**src/ctp_pkg.sv**
```systemverilog
// Shared types, codes and character helpers for the cost table text parser.
// No dependencies; the parser unit imports this package.
package ctp_pkg;

    typedef enum logic [4:0] {
        PH_HDR_PREFIX, PH_HDR_VERSION, PH_HDR_REST, PH_LINE_START,
        PH_SKIP_LINE, PH_CLASS_PREFIX,
        PH_CID, PH_RECIP_SIGN, PH_RECIP_WHOLE, PH_RECIP_FRAC, PH_SKIP1, PH_UOPS,
        PH_SKIP2, PH_MICRO, PH_SKIP3, PH_FUSE, PH_SKIP4, PH_SKIP5, PH_LAT_SCAN,
        PH_LAT_SIGN, PH_LAT_WHOLE, PH_LAT_FRAC, PH_CLASS_TAIL,
        PH_MAP_FORM, PH_MAP_CLASS, PH_MAP_TAIL, PH_FAILED
    } phase_t;

    typedef enum logic [1:0] {
        KIND_CLASS  = 2'd0,
        KIND_MAP    = 2'd1,
        KIND_STATUS = 2'd2
    } kind_t;

    localparam logic [1:0] ST_OK         = 2'd0;
    localparam logic [1:0] ST_BAD_HEADER = 2'd1;
    localparam logic [1:0] ST_NO_SPACE   = 2'd2;

    localparam logic [1:0] CFG_VERSION    = 2'd0;
    localparam logic [1:0] CFG_CLASS_CAP  = 2'd1;
    localparam logic [1:0] CFG_FORM_CAP   = 2'd2;

    localparam logic [31:0] VERSION_DEFAULT   = 32'd1;
    localparam logic [15:0] CLASS_CAP_DEFAULT = 16'd1024;
    localparam logic [16:0] FORM_CAP_DEFAULT  = 17'd4096;

    localparam logic [2:0]  MAGIC_LEN      = 3'd7;
    localparam logic [2:0]  CLASS_WORD_LEN = 3'd6;
    localparam logic [2:0]  COLON_MAX      = 3'd4;
    localparam logic [2:0]  LAT_COLON      = 3'd3;
    localparam logic [1:0]  FRAC_DIGITS    = 2'd3;
    localparam logic [31:0] MILLI          = 32'd1000;

    localparam logic [7:0] CH_NL    = 8'h0A;
    localparam logic [7:0] CH_BAR   = 8'h7C;
    localparam logic [7:0] CH_MINUS = 8'h2D;
    localparam logic [7:0] CH_DOT   = 8'h2E;
    localparam logic [7:0] CH_COMMA = 8'h2C;
    localparam logic [7:0] CH_COLON = 8'h3A;
    localparam logic [7:0] CH_ZERO  = 8'h30;
    localparam logic [7:0] CH_NINE  = 8'h39;

    typedef struct packed {
        logic [1:0]  kind;
        logic [1:0]  status;
        logic [15:0] index;
        logic [15:0] mapped_class;
        logic [31:0] recip_throughput_milli;
        logic [15:0] uop_count;
        logic        microcoded;
        logic        macro_fusible;
        logic [31:0] latency_milli;
        logic [15:0] class_total;
        logic [31:0] mapping_total;
    } result_t;

    // header magic, seven bytes
    function automatic logic [7:0] hdr_magic(input logic [2:0] pos);
        logic [7:0] ch;
        case (pos)
            3'd0:    ch = 8'h76;
            3'd1:    ch = 8'h78;
            3'd2:    ch = 8'h61;
            3'd3:    ch = 8'h72;
            3'd4:    ch = 8'h63;
            3'd5:    ch = 8'h68;
            3'd6:    ch = 8'h20;
            default: ch = 8'h00;
        endcase
        return ch;
    endfunction

    // "class " keyword
    function automatic logic [7:0] class_word(input logic [2:0] pos);
        logic [7:0] ch;
        case (pos)
            3'd0:    ch = 8'h63;
            3'd1:    ch = 8'h6C;
            3'd2:    ch = 8'h61;
            3'd3:    ch = 8'h73;
            3'd4:    ch = 8'h73;
            3'd5:    ch = 8'h20;
            default: ch = 8'h00;
        endcase
        return ch;
    endfunction

    function automatic logic [31:0] mul10_add(input logic [31:0] a, input logic [3:0] d);
        return {a[28:0], 3'b000} + {a[30:0], 1'b0} + {28'd0, d};
    endfunction

    function automatic logic in_line(input phase_t p);
        return (p >= PH_SKIP_LINE) && (p <= PH_MAP_TAIL);
    endfunction

endpackage

```
**src/ctp_if.sv**
```systemverilog
// Handshake channels of the cost table text parser: text in, results out, config writes.
// Depends on nothing.
interface ctp_text_if;
    logic       valid;
    logic       ready;
    logic [7:0] text_byte;
    logic       end_of_text;
    modport source (output valid, text_byte, end_of_text, input ready);
    modport sink   (input valid, text_byte, end_of_text, output ready);
endinterface

interface ctp_result_if;
    logic        valid;
    logic        ready;
    logic [1:0]  kind;
    logic [1:0]  status;
    logic [15:0] index;
    logic [15:0] mapped_class;
    logic [31:0] recip_throughput_milli;
    logic [15:0] uop_count;
    logic        microcoded;
    logic        macro_fusible;
    logic [31:0] latency_milli;
    logic [15:0] class_total;
    logic [31:0] mapping_total;
    modport source (output valid, kind, status, index, mapped_class, recip_throughput_milli,
                    uop_count, microcoded, macro_fusible, latency_milli, class_total,
                    mapping_total, input ready);
    modport sink   (input valid, kind, status, index, mapped_class, recip_throughput_milli,
                    uop_count, microcoded, macro_fusible, latency_milli, class_total,
                    mapping_total, output ready);
endinterface

interface ctp_cfg_if;
    logic        valid;
    logic        ready;
    logic [1:0]  index;
    logic [31:0] data;
    modport source (output valid, index, data, input ready);
    modport sink   (input valid, index, data, output ready);
endinterface

```
**src/cost_table_text_parser_unit.sv**
```systemverilog
// Cost table text parser: one text byte per word, class/mapping records and a final status.
// Results of an accepted byte are registered into the output buffer, behind any results already queued.
// Throughput: one byte per cycle; a byte yields up to two results, which queue in a
// four-entry output buffer; ready drops while fewer than two entries are free.
// Reset: parse state returns to header start, config registers to their defaults.
// Depends on ctp_pkg and the interfaces in ctp_if.sv.
module cost_table_text_parser_unit
    import ctp_pkg::*;
(
    input  logic           clk,
    input  logic           rst_n,
    ctp_text_if.sink       text,
    ctp_result_if.source   result,
    ctp_cfg_if.sink        cfg
);

    // config
    logic [31:0] version_reg;
    logic [15:0] class_cap_reg;
    logic [16:0] form_cap_reg;

    // parse state
    phase_t      phase_reg, phase_next;
    logic [2:0]  mpos_reg, mpos_next;
    logic [2:0]  colon_reg, colon_next;
    logic [31:0] num_reg, num_next;
    logic [31:0] milli_reg, milli_next;
    logic [1:0]  fpos_reg, fpos_next;
    logic        neg_reg, neg_next;
    logic [31:0] line_reg, line_next;
    logic [31:0] recip_reg, recip_next;
    logic [15:0] uops_reg, uops_next;
    logic [1:0]  flags_reg, flags_next;
    logic [31:0] best_reg, best_next;
    logic [15:0] high_reg, high_next;
    logic [31:0] mapcnt_reg, mapcnt_next;
    logic [1:0]  err_reg, err_next;

    // output buffer
    result_t     fifo_reg [4];
    logic [1:0]  wr_ptr_reg, rd_ptr_reg;
    logic [2:0]  cnt_reg;
    logic [1:0]  push_cnt;
    result_t     rec, stat;
    logic        rec_valid, stat_valid;

    logic        accept, pop;
    logic        go, do_end, dig;
    logic [7:0]  c;
    logic [3:0]  d;
    logic [31:0] mv;
    logic [31:0] frac_add;
    logic [16:0] id_plus1;

    assign cfg.ready  = 1'b1;
    assign text.ready = (cnt_reg <= 3'd2);
    assign accept     = text.valid && text.ready;
    assign pop        = result.valid && result.ready;

    assign c   = text.text_byte;
    assign dig = (c >= CH_ZERO) && (c <= CH_NINE);
    assign d   = dig ? 4'(c - CH_ZERO) : 4'd0;

    always_ff @(posedge clk or negedge rst_n)
    begin
        if (!rst_n)
        begin
            version_reg   <= VERSION_DEFAULT;
            class_cap_reg <= CLASS_CAP_DEFAULT;
            form_cap_reg  <= FORM_CAP_DEFAULT;
        end
        else if (cfg.valid && cfg.ready)
        begin
            case (cfg.index)
                CFG_VERSION:   version_reg   <= cfg.data;
                CFG_CLASS_CAP: class_cap_reg <= cfg.data[15:0];
                CFG_FORM_CAP:  form_cap_reg  <= cfg.data[16:0];
                default:       ;
            endcase
        end
    end

    always_comb
    begin
        phase_next  = phase_reg;
        mpos_next   = mpos_reg;
        colon_next  = colon_reg;
        num_next    = num_reg;
        milli_next  = milli_reg;
        fpos_next   = fpos_reg;
        neg_next    = neg_reg;
        line_next   = line_reg;
        recip_next  = recip_reg;
        uops_next   = uops_reg;
        flags_next  = flags_reg;
        best_next   = best_reg;
        high_next   = high_reg;
        mapcnt_next = mapcnt_reg;
        err_next    = err_reg;
        go          = 1'b0;
        do_end      = 1'b0;
        mv          = '0;
        id_plus1    = '0;
        rec_valid   = 1'b0;
        stat_valid  = 1'b0;
        rec         = '0;
        stat        = '0;
        case (fpos_reg)
            2'd0:    frac_add = 32'(d) * 32'd100;
            2'd1:    frac_add = 32'(d) * 32'd10;
            default: frac_add = 32'(d);
        endcase

        if (accept)
        begin
            go = 1'b1;
            if (in_line(phase_next) && c == CH_NL)
            begin
                do_end = 1'b1;
                go     = 1'b0;
            end

            // phases are visited in chain order, so one pass covers a fall-through
            if (go && phase_next == PH_HDR_PREFIX)
            begin
                go = 1'b0;
                if (c != hdr_magic(mpos_next))
                begin
                    err_next   = ST_BAD_HEADER;
                    phase_next = PH_FAILED;
                end
                else
                begin
                    mpos_next = mpos_next + 3'd1;
                    if (mpos_next == MAGIC_LEN)
                    begin
                        phase_next = PH_HDR_VERSION;
                        num_next   = '0;
                    end
                end
            end
            if (go && phase_next == PH_HDR_VERSION)
            begin
                if (dig)
                begin
                    num_next = mul10_add(num_next, d);
                    go       = 1'b0;
                end
                else if (num_next != version_reg)
                begin
                    err_next   = ST_BAD_HEADER;
                    phase_next = PH_FAILED;
                    go         = 1'b0;
                end
                else
                    phase_next = PH_HDR_REST;
            end
            if (go && phase_next == PH_HDR_REST)
            begin
                if (c == CH_NL)
                    phase_next = PH_LINE_START;
                go = 1'b0;
            end
            if (go && phase_next == PH_LINE_START)
            begin
                if (c == CH_NL)
                    go = 1'b0;
                else
                begin
                    line_next  = '0;
                    recip_next = '0;
                    uops_next  = '0;
                    flags_next = '0;
                    best_next  = '0;
                    num_next   = '0;
                    colon_next = '0;
                    mpos_next  = '0;
                    phase_next = dig ? PH_MAP_FORM : PH_CLASS_PREFIX;
                end
            end
            if (go && phase_next == PH_CLASS_PREFIX)
            begin
                go = 1'b0;
                if (mpos_next < CLASS_WORD_LEN && c == class_word(mpos_next))
                begin
                    mpos_next = mpos_next + 3'd1;
                    if (mpos_next == CLASS_WORD_LEN)
                        phase_next = PH_CID;
                end
                else
                    phase_next = PH_SKIP_LINE;
            end
            if (go && phase_next == PH_CID)
            begin
                if (dig)
                begin
                    line_next = mul10_add(line_next, d);
                    go        = 1'b0;
                end
                else
                begin
                    milli_next = '0;
                    fpos_next  = '0;
                    neg_next   = 1'b0;
                    num_next   = '0;
                    phase_next = PH_RECIP_SIGN;
                    if (c == CH_BAR)
                        go = 1'b0;
                end
            end
            if (go && phase_next == PH_RECIP_SIGN)
            begin
                phase_next = PH_RECIP_WHOLE;
                if (c == CH_MINUS)
                begin
                    neg_next = 1'b1;
                    go       = 1'b0;
                end
            end
            if (go && phase_next == PH_RECIP_WHOLE)
            begin
                if (dig)
                begin
                    milli_next = mul10_add(milli_next, 4'd0) + 32'(d) * MILLI;
                    go         = 1'b0;
                end
                else if (c == CH_DOT)
                begin
                    phase_next = PH_RECIP_FRAC;
                    go         = 1'b0;
                end
                else
                begin
                    recip_next = neg_next ? 32'd0 : milli_next;
                    phase_next = PH_SKIP1;
                end
            end
            if (go && phase_next == PH_RECIP_FRAC)
            begin
                if (dig)
                begin
                    if (fpos_next < FRAC_DIGITS)
                    begin
                        milli_next = milli_next + frac_add;
                        fpos_next  = fpos_next + 2'd1;
                    end
                    go = 1'b0;
                end
                else
                begin
                    recip_next = neg_next ? 32'd0 : milli_next;
                    phase_next = PH_SKIP1;
                end
            end
            if (go && phase_next == PH_SKIP1)
            begin
                if (c == CH_BAR)
                begin
                    phase_next = PH_UOPS;
                    num_next   = '0;
                    colon_next = '0;
                end
                go = 1'b0;
            end
            if (go && phase_next == PH_UOPS)
            begin
                if (dig)
                begin
                    num_next = mul10_add(num_next, d);
                    go       = 1'b0;
                end
                else
                begin
                    uops_next  = num_next[15:0];
                    phase_next = PH_SKIP2;
                end
            end
            if (go && phase_next == PH_SKIP2)
            begin
                if (c == CH_BAR)
                begin
                    phase_next = PH_MICRO;
                    num_next   = '0;
                    colon_next = '0;
                end
                go = 1'b0;
            end
            if (go && phase_next == PH_MICRO)
            begin
                if (dig)
                begin
                    num_next = mul10_add(num_next, d);
                    go       = 1'b0;
                end
                else
                begin
                    if (num_next != '0)
                        flags_next[0] = 1'b1;
                    phase_next = PH_SKIP3;
                end
            end
            if (go && phase_next == PH_SKIP3)
            begin
                if (c == CH_BAR)
                begin
                    phase_next = PH_FUSE;
                    num_next   = '0;
                    colon_next = '0;
                end
                go = 1'b0;
            end
            if (go && phase_next == PH_FUSE)
            begin
                if (dig)
                begin
                    num_next = mul10_add(num_next, d);
                    go       = 1'b0;
                end
                else
                begin
                    if (num_next != '0)
                        flags_next[1] = 1'b1;
                    phase_next = PH_SKIP4;
                end
            end
            if (go && (phase_next == PH_SKIP4 || phase_next == PH_SKIP5))
            begin
                if (c == CH_BAR)
                begin
                    phase_next = (phase_next == PH_SKIP4) ? PH_SKIP5 : PH_LAT_SCAN;
                    num_next   = '0;
                    colon_next = '0;
                end
                go = 1'b0;
            end
            if (go && phase_next == PH_LAT_SIGN)
            begin
                phase_next = PH_LAT_WHOLE;
                if (c == CH_MINUS)
                begin
                    neg_next = 1'b1;
                    go       = 1'b0;
                end
            end
            if (go && phase_next == PH_LAT_WHOLE)
            begin
                if (dig)
                begin
                    milli_next = mul10_add(milli_next, 4'd0) + 32'(d) * MILLI;
                    go         = 1'b0;
                end
                else if (c == CH_DOT)
                begin
                    phase_next = PH_LAT_FRAC;
                    go         = 1'b0;
                end
                else
                begin
                    mv = neg_next ? 32'd0 : milli_next;
                    if (mv > best_next)
                        best_next = mv;
                    phase_next = PH_LAT_SCAN;
                end
            end
            if (go && phase_next == PH_LAT_FRAC)
            begin
                if (dig)
                begin
                    if (fpos_next < FRAC_DIGITS)
                    begin
                        milli_next = milli_next + frac_add;
                        fpos_next  = fpos_next + 2'd1;
                    end
                    go = 1'b0;
                end
                else
                begin
                    mv = neg_next ? 32'd0 : milli_next;
                    if (mv > best_next)
                        best_next = mv;
                    phase_next = PH_LAT_SCAN;
                end
            end
            // latency scan sits after the latency decimal: it ends that chain
            if (go && phase_next == PH_LAT_SCAN)
            begin
                go = 1'b0;
                if (c == CH_COMMA)
                    colon_next = '0;
                else if (c == CH_BAR)
                    phase_next = PH_CLASS_TAIL;
                else if (c == CH_COLON)
                begin
                    if (colon_next < COLON_MAX)
                        colon_next = colon_next + 3'd1;
                    if (colon_next == LAT_COLON)
                    begin
                        milli_next = '0;
                        fpos_next  = '0;
                        neg_next   = 1'b0;
                        num_next   = '0;
                        phase_next = PH_LAT_SIGN;
                    end
                end
            end
            if (go && phase_next == PH_MAP_FORM)
            begin
                go = 1'b0;
                if (dig)
                    line_next = mul10_add(line_next, d);
                else if (c == CH_BAR)
                begin
                    num_next   = '0;
                    phase_next = PH_MAP_CLASS;
                end
                else
                    phase_next = PH_SKIP_LINE;
            end
            if (go && phase_next == PH_MAP_CLASS)
            begin
                go = 1'b0;
                if (dig)
                    num_next = mul10_add(num_next, d);
                else
                    phase_next = PH_MAP_TAIL;
            end

            // end of text checks on the header, and close of an open line
            if (text.end_of_text)
            begin
                if (phase_next == PH_HDR_PREFIX)
                    err_next = ST_BAD_HEADER;
                else if (phase_next == PH_HDR_VERSION && num_next != version_reg)
                    err_next = ST_BAD_HEADER;
                else if (in_line(phase_next))
                    do_end = 1'b1;
            end

            // line close: flush the open field, then emit or flag capacity
            if (do_end)
            begin
                mv = neg_next ? 32'd0 : milli_next;
                if (phase_next >= PH_RECIP_SIGN && phase_next <= PH_RECIP_FRAC)
                    recip_next = mv;
                if (phase_next == PH_UOPS)
                    uops_next = num_next[15:0];
                if (phase_next == PH_MICRO && num_next != '0)
                    flags_next[0] = 1'b1;
                if (phase_next == PH_FUSE && num_next != '0)
                    flags_next[1] = 1'b1;
                if (phase_next >= PH_LAT_SIGN && phase_next <= PH_LAT_FRAC && mv > best_next)
                    best_next = mv;

                if (phase_next >= PH_CID && phase_next <= PH_CLASS_TAIL)
                begin
                    if (line_next >= 32'(class_cap_reg))
                    begin
                        err_next   = ST_NO_SPACE;
                        phase_next = PH_FAILED;
                    end
                    else
                    begin
                        rec_valid                  = 1'b1;
                        rec.kind                   = KIND_CLASS;
                        rec.index                  = line_next[15:0];
                        rec.recip_throughput_milli = recip_next;
                        rec.uop_count              = uops_next;
                        rec.microcoded             = flags_next[0];
                        rec.macro_fusible          = flags_next[1];
                        rec.latency_milli          = best_next;
                        id_plus1 = {1'b0, line_next[15:0]} + 17'd1;
                        if (id_plus1 > {1'b0, high_next})
                            high_next = id_plus1[15:0];
                        phase_next = PH_LINE_START;
                    end
                end
                else if (phase_next == PH_MAP_CLASS || phase_next == PH_MAP_TAIL)
                begin
                    if (line_next >= 32'(form_cap_reg) || num_next >= 32'(class_cap_reg))
                    begin
                        err_next   = ST_NO_SPACE;
                        phase_next = PH_FAILED;
                    end
                    else
                    begin
                        rec_valid        = 1'b1;
                        rec.kind         = KIND_MAP;
                        rec.index        = line_next[15:0];
                        rec.mapped_class = num_next[15:0];
                        mapcnt_next      = mapcnt_next + 32'd1;
                        phase_next       = PH_LINE_START;
                    end
                end
                else
                    phase_next = PH_LINE_START;
            end

            if (text.end_of_text)
            begin
                stat_valid         = 1'b1;
                stat.kind          = KIND_STATUS;
                stat.status        = err_next;
                stat.class_total   = high_next;
                stat.mapping_total = mapcnt_next;
                // next run starts from scratch
                phase_next  = PH_HDR_PREFIX;
                mpos_next   = '0;
                colon_next  = '0;
                num_next    = '0;
                milli_next  = '0;
                fpos_next   = '0;
                neg_next    = 1'b0;
                line_next   = '0;
                recip_next  = '0;
                uops_next   = '0;
                flags_next  = '0;
                best_next   = '0;
                high_next   = '0;
                mapcnt_next = '0;
                err_next    = ST_OK;
            end
        end
    end

    always_ff @(posedge clk or negedge rst_n)
    begin
        if (!rst_n)
        begin
            phase_reg  <= PH_HDR_PREFIX;
            mpos_reg   <= '0;
            colon_reg  <= '0;
            num_reg    <= '0;
            milli_reg  <= '0;
            fpos_reg   <= '0;
            neg_reg    <= 1'b0;
            line_reg   <= '0;
            recip_reg  <= '0;
            uops_reg   <= '0;
            flags_reg  <= '0;
            best_reg   <= '0;
            high_reg   <= '0;
            mapcnt_reg <= '0;
            err_reg    <= ST_OK;
        end
        else
        begin
            phase_reg  <= phase_next;
            mpos_reg   <= mpos_next;
            colon_reg  <= colon_next;
            num_reg    <= num_next;
            milli_reg  <= milli_next;
            fpos_reg   <= fpos_next;
            neg_reg    <= neg_next;
            line_reg   <= line_next;
            recip_reg  <= recip_next;
            uops_reg   <= uops_next;
            flags_reg  <= flags_next;
            best_reg   <= best_next;
            high_reg   <= high_next;
            mapcnt_reg <= mapcnt_next;
            err_reg    <= err_next;
        end
    end

    // output buffer: record first, then status
    assign push_cnt = {1'b0, rec_valid} + {1'b0, stat_valid};

    always_ff @(posedge clk)
    begin
        if (rec_valid)
            fifo_reg[wr_ptr_reg] <= rec;
        if (stat_valid)
            fifo_reg[rec_valid ? wr_ptr_reg + 2'd1 : wr_ptr_reg] <= stat;
    end

    always_ff @(posedge clk or negedge rst_n)
    begin
        if (!rst_n)
        begin
            wr_ptr_reg <= '0;
            rd_ptr_reg <= '0;
            cnt_reg    <= '0;
        end
        else
        begin
            wr_ptr_reg <= wr_ptr_reg + push_cnt;
            if (pop)
                rd_ptr_reg <= rd_ptr_reg + 2'd1;
            cnt_reg <= cnt_reg + {1'b0, push_cnt} - {2'b00, pop};
        end
    end

    assign result.valid                  = (cnt_reg != 3'd0);
    assign result.kind                   = fifo_reg[rd_ptr_reg].kind;
    assign result.status                 = fifo_reg[rd_ptr_reg].status;
    assign result.index                  = fifo_reg[rd_ptr_reg].index;
    assign result.mapped_class           = fifo_reg[rd_ptr_reg].mapped_class;
    assign result.recip_throughput_milli = fifo_reg[rd_ptr_reg].recip_throughput_milli;
    assign result.uop_count              = fifo_reg[rd_ptr_reg].uop_count;
    assign result.microcoded             = fifo_reg[rd_ptr_reg].microcoded;
    assign result.macro_fusible          = fifo_reg[rd_ptr_reg].macro_fusible;
    assign result.latency_milli          = fifo_reg[rd_ptr_reg].latency_milli;
    assign result.class_total            = fifo_reg[rd_ptr_reg].class_total;
    assign result.mapping_total          = fifo_reg[rd_ptr_reg].mapping_total;

`ifndef NO_ASSERTIONS
    a_fifo_bound: assert property (@(posedge clk) disable iff (!rst_n)
        cnt_reg <= 3'd4)
        else $error("output buffer overflow");

    a_run_restart: assert property (@(posedge clk) disable iff (!rst_n)
        accept && text.end_of_text |=> phase_reg == PH_HDR_PREFIX && err_reg == ST_OK)
        else $error("run did not restart after last word");

    a_fail_sticky: assert property (@(posedge clk) disable iff (!rst_n)
        phase_reg == PH_FAILED && !(accept && text.end_of_text) |=> phase_reg == PH_FAILED)
        else $error("left failed state before end of text");

    a_fail_has_code: assert property (@(posedge clk) disable iff (!rst_n)
        phase_reg == PH_FAILED |-> err_reg != ST_OK)
        else $error("failed state without error code");
`endif

endmodule
```
**src/flat_wrapper.sv**
```systemverilog
// flat-port wrapper written by rule: the top's interface ports become plain ports
module cost_table_text_parser_unit_flat import ctp_pkg::*;
  (clk, rst_n, text_valid, text_text_byte, text_end_of_text, text_ready, result_valid, result_kind, result_status, result_index, result_mapped_class, result_recip_throughput_milli, result_uop_count, result_microcoded, result_macro_fusible, result_latency_milli, result_class_total, result_mapping_total, result_ready, cfg_valid, cfg_index, cfg_data, cfg_ready);
  ctp_text_if text_i ();
  ctp_result_if result_i ();
  ctp_cfg_if cfg_i ();
  input  logic clk;
  input  logic rst_n;
  input wire logic [$bits(text_i.valid)-1:0] text_valid;
  input wire logic [$bits(text_i.text_byte)-1:0] text_text_byte;
  input wire logic [$bits(text_i.end_of_text)-1:0] text_end_of_text;
  output wire logic [$bits(text_i.ready)-1:0] text_ready;
  output wire logic [$bits(result_i.valid)-1:0] result_valid;
  output wire logic [$bits(result_i.kind)-1:0] result_kind;
  output wire logic [$bits(result_i.status)-1:0] result_status;
  output wire logic [$bits(result_i.index)-1:0] result_index;
  output wire logic [$bits(result_i.mapped_class)-1:0] result_mapped_class;
  output wire logic [$bits(result_i.recip_throughput_milli)-1:0] result_recip_throughput_milli;
  output wire logic [$bits(result_i.uop_count)-1:0] result_uop_count;
  output wire logic [$bits(result_i.microcoded)-1:0] result_microcoded;
  output wire logic [$bits(result_i.macro_fusible)-1:0] result_macro_fusible;
  output wire logic [$bits(result_i.latency_milli)-1:0] result_latency_milli;
  output wire logic [$bits(result_i.class_total)-1:0] result_class_total;
  output wire logic [$bits(result_i.mapping_total)-1:0] result_mapping_total;
  input wire logic [$bits(result_i.ready)-1:0] result_ready;
  input wire logic [$bits(cfg_i.valid)-1:0] cfg_valid;
  input wire logic [$bits(cfg_i.index)-1:0] cfg_index;
  input wire logic [$bits(cfg_i.data)-1:0] cfg_data;
  output wire logic [$bits(cfg_i.ready)-1:0] cfg_ready;
  assign text_i.valid = text_valid;
  assign text_i.text_byte = text_text_byte;
  assign text_i.end_of_text = text_end_of_text;
  assign text_ready = text_i.ready;
  assign result_valid = result_i.valid;
  assign result_kind = result_i.kind;
  assign result_status = result_i.status;
  assign result_index = result_i.index;
  assign result_mapped_class = result_i.mapped_class;
  assign result_recip_throughput_milli = result_i.recip_throughput_milli;
  assign result_uop_count = result_i.uop_count;
  assign result_microcoded = result_i.microcoded;
  assign result_macro_fusible = result_i.macro_fusible;
  assign result_latency_milli = result_i.latency_milli;
  assign result_class_total = result_i.class_total;
  assign result_mapping_total = result_i.mapping_total;
  assign result_i.ready = result_ready;
  assign cfg_i.valid = cfg_valid;
  assign cfg_i.index = cfg_index;
  assign cfg_i.data = cfg_data;
  assign cfg_ready = cfg_i.ready;
  cost_table_text_parser_unit u_core (.clk(clk), .rst_n(rst_n), .text(text_i), .result(result_i), .cfg(cfg_i));
endmodule
```
**config.mk**
```make
export PLATFORM = sky130hd
export DESIGN_NAME = cost_table_text_parser_unit_flat
export DESIGN_NICKNAME = d
export VERILOG_FILES = /design/src/ctp_pkg.sv /design/src/ctp_if.sv /design/src/cost_table_text_parser_unit.sv /design/src/flat_wrapper.sv
export SDC_FILE = /design/constraint.sdc
export NUM_CORES = 2
export LEC_CHECK = 0
export ABC_AREA = 1
export BUFFER_PORTS_ARGS = -buffer_cell sky130_fd_sc_hd__buf_4
export CORE_MARGIN = 3
export CORE_UTILIZATION = 55
export CTS_CLUSTER_DIAMETER = 150
export DETAILED_ROUTE_END_ITERATION = 10
export PLACE_DENSITY = 0.72
export SETUP_SLACK_MARGIN = 0.02
export SLEW_MARGIN = 20
export SYNTH_ARGS = -nofsm -noshare
export SYNTH_HDL_FRONTEND = slang
export SYNTH_SLANG_ARGS = --single-unit
```
**constraint.sdc**
```tcl
create_clock -name clk -period 39.7 [get_ports clk]
set_input_delay 0 -clock clk [delete_from_list [all_inputs] [get_ports clk]]
set_output_delay 0 -clock clk [all_outputs]
set_load 0.02 [all_outputs]
```
-- After elaboration in Yosys (flattened, before gate mapping)
Memory sizes are Yosys's and may differ from the RTL's.
Cells that the tools add are included.
- flip-flop bits (word level): 314
- output and inout bits: 169
- memory bits (writable): 664
- word-level logic and storage cells: 587
- memories kept: 1
- memories (memory ; depth ; width ; rd ports ; clocked after Yosys merged registers in ; wr ports ; RTL line ; text):
    u_core.fifo_reg ; 4 ; 166 ; 1 ; 0 ; 2 ; cost_table_text_parser_unit.sv:40 ; result_t fifo_reg [4];
- reductions and logical operators: 53
- mux-type cells: 396
- equality and inequality tests: 55
- $add $sub $neg: 34
- magnitude comparators: 24
- multiply operators: 3
- operators by type and width (operator ; number):
    two-way mux 32 bit ; 111
    two-way mux 5 bit ; 78
    adder 32 bit ; 9
    two-way mux 16 bit ; 15
    two-way mux 114 bit ; 2
    adder 32 x 4 -> 32 bit ; 7
    two-way mux 82 bit ; 2
    two-way mux 1 bit ; 102
    greater-than comparator 32 bit ; 3
    two-way mux 3 bit ; 32
    two-way mux 48 bit ; 2
    nonzero test 32 bit ; 3
    two-way mux 2 bit ; 42
    adder 32 x 11 -> 32 bit ; 2
    adder 32 x 14 -> 32 bit ; 2
    greater-or-equal comparator 32 x 16 -> 1 bit ; 2
    inequality test 32 bit ; 2
    equality test 5 x 4 -> 1 bit, second input constant ; 11
    equality test 5 bit, second input constant ; 10
    one-hot mux 7 bit (7 select lines) ; 1
    logical AND 1 bit ; 36
    one-hot mux 7 bit (5 select lines) ; 1
    adder 32 x 1 -> 32 bit, second input constant ; 1
    equality test 8 x 6 -> 1 bit, second input constant ; 4
    other kinds (44) ; 85

-- Logic depth before layout (Yosys ltp)
- word-level depth: 123
- mapped depth: 142
- gate-level depth less buffers: 131

-- Least setup slack after synthesis
No wires, ideal clock.
- kind: register to register
- start point: register u_core.mpos_reg[1]
- end point: memory u_core.fifo_reg[2][0] in the netlist's numbering (enable)
- arrival time: 18746 ps
- cell stages (with the launch flop): 133
- period minus slack after synthesis: 19156 ps
- setup slack: 20544 ps
- data required time: 39290 ps
- path through: dfrtp_1 inv_1 ha_1 nor2_1 nand3_1 nand2_1 nand2_1 nor2_2 nand4_2 buf_4 nand2_1 nand2_1 nand2_1 nand2_1 nor2_1 nand2_1 nor2_1 nand2_1 (+97 left out) xor2_1 nand3_1 nand2_1 nand2_1 nand2_1 nand2_1 nor2_1 nand3_1 nor2_2 nand2_1 nand2_2 nand2_1 nand2_4 inv_4 nor2_8 inv_2 buf_2 nand2_1
- RTL lines (element ; RTL line ; text):
    from (decl) ; cost_table_text_parser_unit.sv:24 ; logic [2:0] mpos_reg, mpos_next;
    from (signal assigned) ; cost_table_text_parser_unit.sv:548 ; mpos_reg <= mpos_next;
    to (decl) ; cost_table_text_parser_unit.sv:40 ;

==> flow_summary.toml <==
[status]
status = "completed"

[place]
place_ws_ps = 16920
port_buffers = 215
dp_hpwl_mm = 200
gp_congestion = 1.00

[layout]
largest_reg_flops = 664
area_growth_pct = 8.99
drive_above_1_share = 0.0632
regArea_mm2 = 0.0232
fillers = 12952
multi_input_area_mm2 = 0.0463
nNetsFinal = 11778
post-route-util = 0.604

[logic_synthesis]
yosysWarnings = 0
syn_inst = 11040
synth_area_per_cell_um2 = 6.91
ys_ff_latch = 978
async_flop_share = 0.321
netlist_area_mm2 = 0.0763
synth_area_leaders = "dfxtp_1 12%, nand2_1 12%, ha_1 12%, dfrtp_1 10%, edfxtp_1 8.0%"
yosys.area.top_type = "dfxtp_1"
synth_top_cell_area_share = 0.121
ys_seq_area_frac = 0.304
synth.distinct_cells = 80
synth_fp_nets = 11859
synthTopCellsByCount = "2436 x nand2_1, 1292 x nor2_1, 1136 x o21ai_0"
synth_edf_count = 204
synthFlopType = "dfxtp_1"
yosysMostFrequentCell = "nand2_1"

[detailed_routing]
drtPass1Iterations = 6
totalWireLength_mm = 285
routedWlPerCell_um = 22.2
vias_per_cell = 6.10
vias = 78492
ant_nets = 0
drtIter0Drc = 10398
drc = 0

[worst_setup_path]
path_class = "reg2reg"
crit_path_top_delay_cell = "nor2_4"
critPathLaunch = "u_core.mpos_reg[1]"
worstPathMaxFanout = 70
required_ps = 40050
cp.buffers_inverters = 21
critPathLaunchType = "flop"
crit_path_max_incr_delay_ps = 770
endpoint_kind = "flop"
cpLargestDelayFamily = "simple AND/OR/NAND/NOR gates"
r2r_start = "u_core.mpos_reg[1]"
arrival_ps = 23530
cp_common_cell = "nand2_1"

[sta]
fin_ws_ps = 16520
slew_headroom = 0.217
maxSlewViolCount = 0
hold_violations = 0
setup_tns_ps = 0
fin_crit_sh = 0.584
fin_worst_skew_ps = 89.5
max_freq_ghz = 0.0431
finalSetupViolCount = 0
period_needed_ps = 23180
tightest_slew_ps = 1160
rsz0062_at_grt = "false"

[clocking]
cts_max_level = 3
cts_tree = "done"
cts.sinks = 978
numCtsBuffers = 108
postCtsSetupRepairBufs = 0
clockBufferDepth = 3
clk_latency_ps = 790
clk_pin_slew_worst_paths_ps = 60
cts_root_buffer = "clkbuf_16"

[pwr]
p_leak_nw = 39.8
p_per_area_mw_per_mm2 = 84.6
vdd_drop_max_mv = 0.0927

[die]
io_pins = 217
core_region_area_mm2 = 0.138
rows = 136
start_util = 0.554
die_w_um = 378
die_h_um = 378
dieArea_mm2 = 0.143

[grt]
antenna_found_initial = 10
grt_pass1_wl_mm = 428
grt_start_max_net_pins = 182
grt_pass1_vias = 71405
gr-total-overflow = 0
grtUsageTotal = 0.383

[flow_run]
max_cap_viol_count = 0

[hold_path]
worstHoldStart = "cfg_index[0]"
hold_class = "in2reg"
[per-stage QoR]
stage | cells | total power, mW | area, um2 | hold WS [ps]
6_report | 12858 | 7.03 | 83100 | 8.55
4_1_cts | 12846 | 6.88 | 83100 | 4.92
5_1_grt | 12846 | 7.46 | 83100 | 80.3
3_3_place_gp | 12595 | 5.75 | 78900 | 124
2_1_floorplan | 11040 | 4.24 | 76300 | -296
3_5_place_dp | 12595 | 5.82 | 78900 | 120
[final timing paths]
| path | cells after the start | slack (ps) | end |
|---|---|---|---|
| setup reg to reg | 116 | 16520 | u_core.fifo_reg[2][2] |
| hold reg to reg | 2 | 460 | u_core.fifo_reg[1][155] |
| hold / removal | 3 | 9 | u_core.class_cap_reg[10] |
| min in group asynchronous | 4 | 520 | u_core.mapcnt_reg[26] |
| setup / recovery | 116 | 16520 | u_core.fifo_reg[2][2] |
| max in group asynchronous | 5 | 37440 | u_core.recip_reg[21] |
[report_power, final]
part           switching (mW)  total [mW]  internal, mW
clock network           0.461        1.05         0.592
registers               0.110        1.29          1.18
logic                    3.38        4.69          1.31
total                    3.95        7.03          3.08
[area by class of cell]
cell class	count	share of cell area
Timing Repair Buffer	406	0.0389
Clock inverter	49	0.00685
Clock buffer	154	0.0379
Sequential cell	978	0.279
Multi-Input combinational cell	8306	0.557
Tap cell	1794	0.0270
Antenna cell	12	0.000361
Inverter	1159	0.0526
[routing by layer]
layer | part of all wire | vias to the layer above | track usage | wire length (um)
li1 | - | 36650 | - | -
met1 | 0.42 | 36839 | 0.538 | 119000
met2 | 0.42 | 4367 | 0.573 | 120000
met3 | 0.11 | 632 | 0.0782 | 32700
met4 | 0.046 | 4 | 0.157 | 13000
met5 | 0.000098 | - | 0 | 28
[placed cells by master, fill, tap and decap left out, drive strengths merged, types with 120 or more instances in the layout]
| master | count |
|---|---|
| ha | 721 |
| inv | 1153 |
| dfxtp | 460 |
| xor2 | 236 |
| nand4 | 120 |
| a21oi | 817 |
| nor2 | 1315 |
| nand3 | 478 |
| nand2 | 2451 |
| o22ai | 259 |
| buf | 359 |
| edfxtp | 204 |
| dfrtp | 311 |
| clkbuf | 154 |
| nor3 | 164 |
| o21ai | 1162 |
[timing repair]
item	CTS	global route
endpoints found under the hold margin	182	0
resized for setup	0	0
hold buffers	48	0
[cell families after synthesis]
group	after synthesis	synth area share
buffers and inverters	1756	0.0903
xor gates and xnor gates	321	0.0369
muxes	14	0.00190
adders and majority gates	771	0.131
other	1	0.0000492
and+or+nand+nor	4597	0.247
AOI/OAI and AO/OA	2602	0.188
DFF	978	0.304
[worst reg2reg max path, delay by kind of cell (launching register included)]
kind	cells	cell delay, ps
AO/OA/AOI/OAI	24	4870
XOR/XNOR	4	780
adder cells (fa/ha/maj)	9	2850
buffers and inverters	21	5470
flip-flops	1	470
AND/OR/NAND/NOR	58	8310
Note: power is estimated with default switching activity, not from simulation.
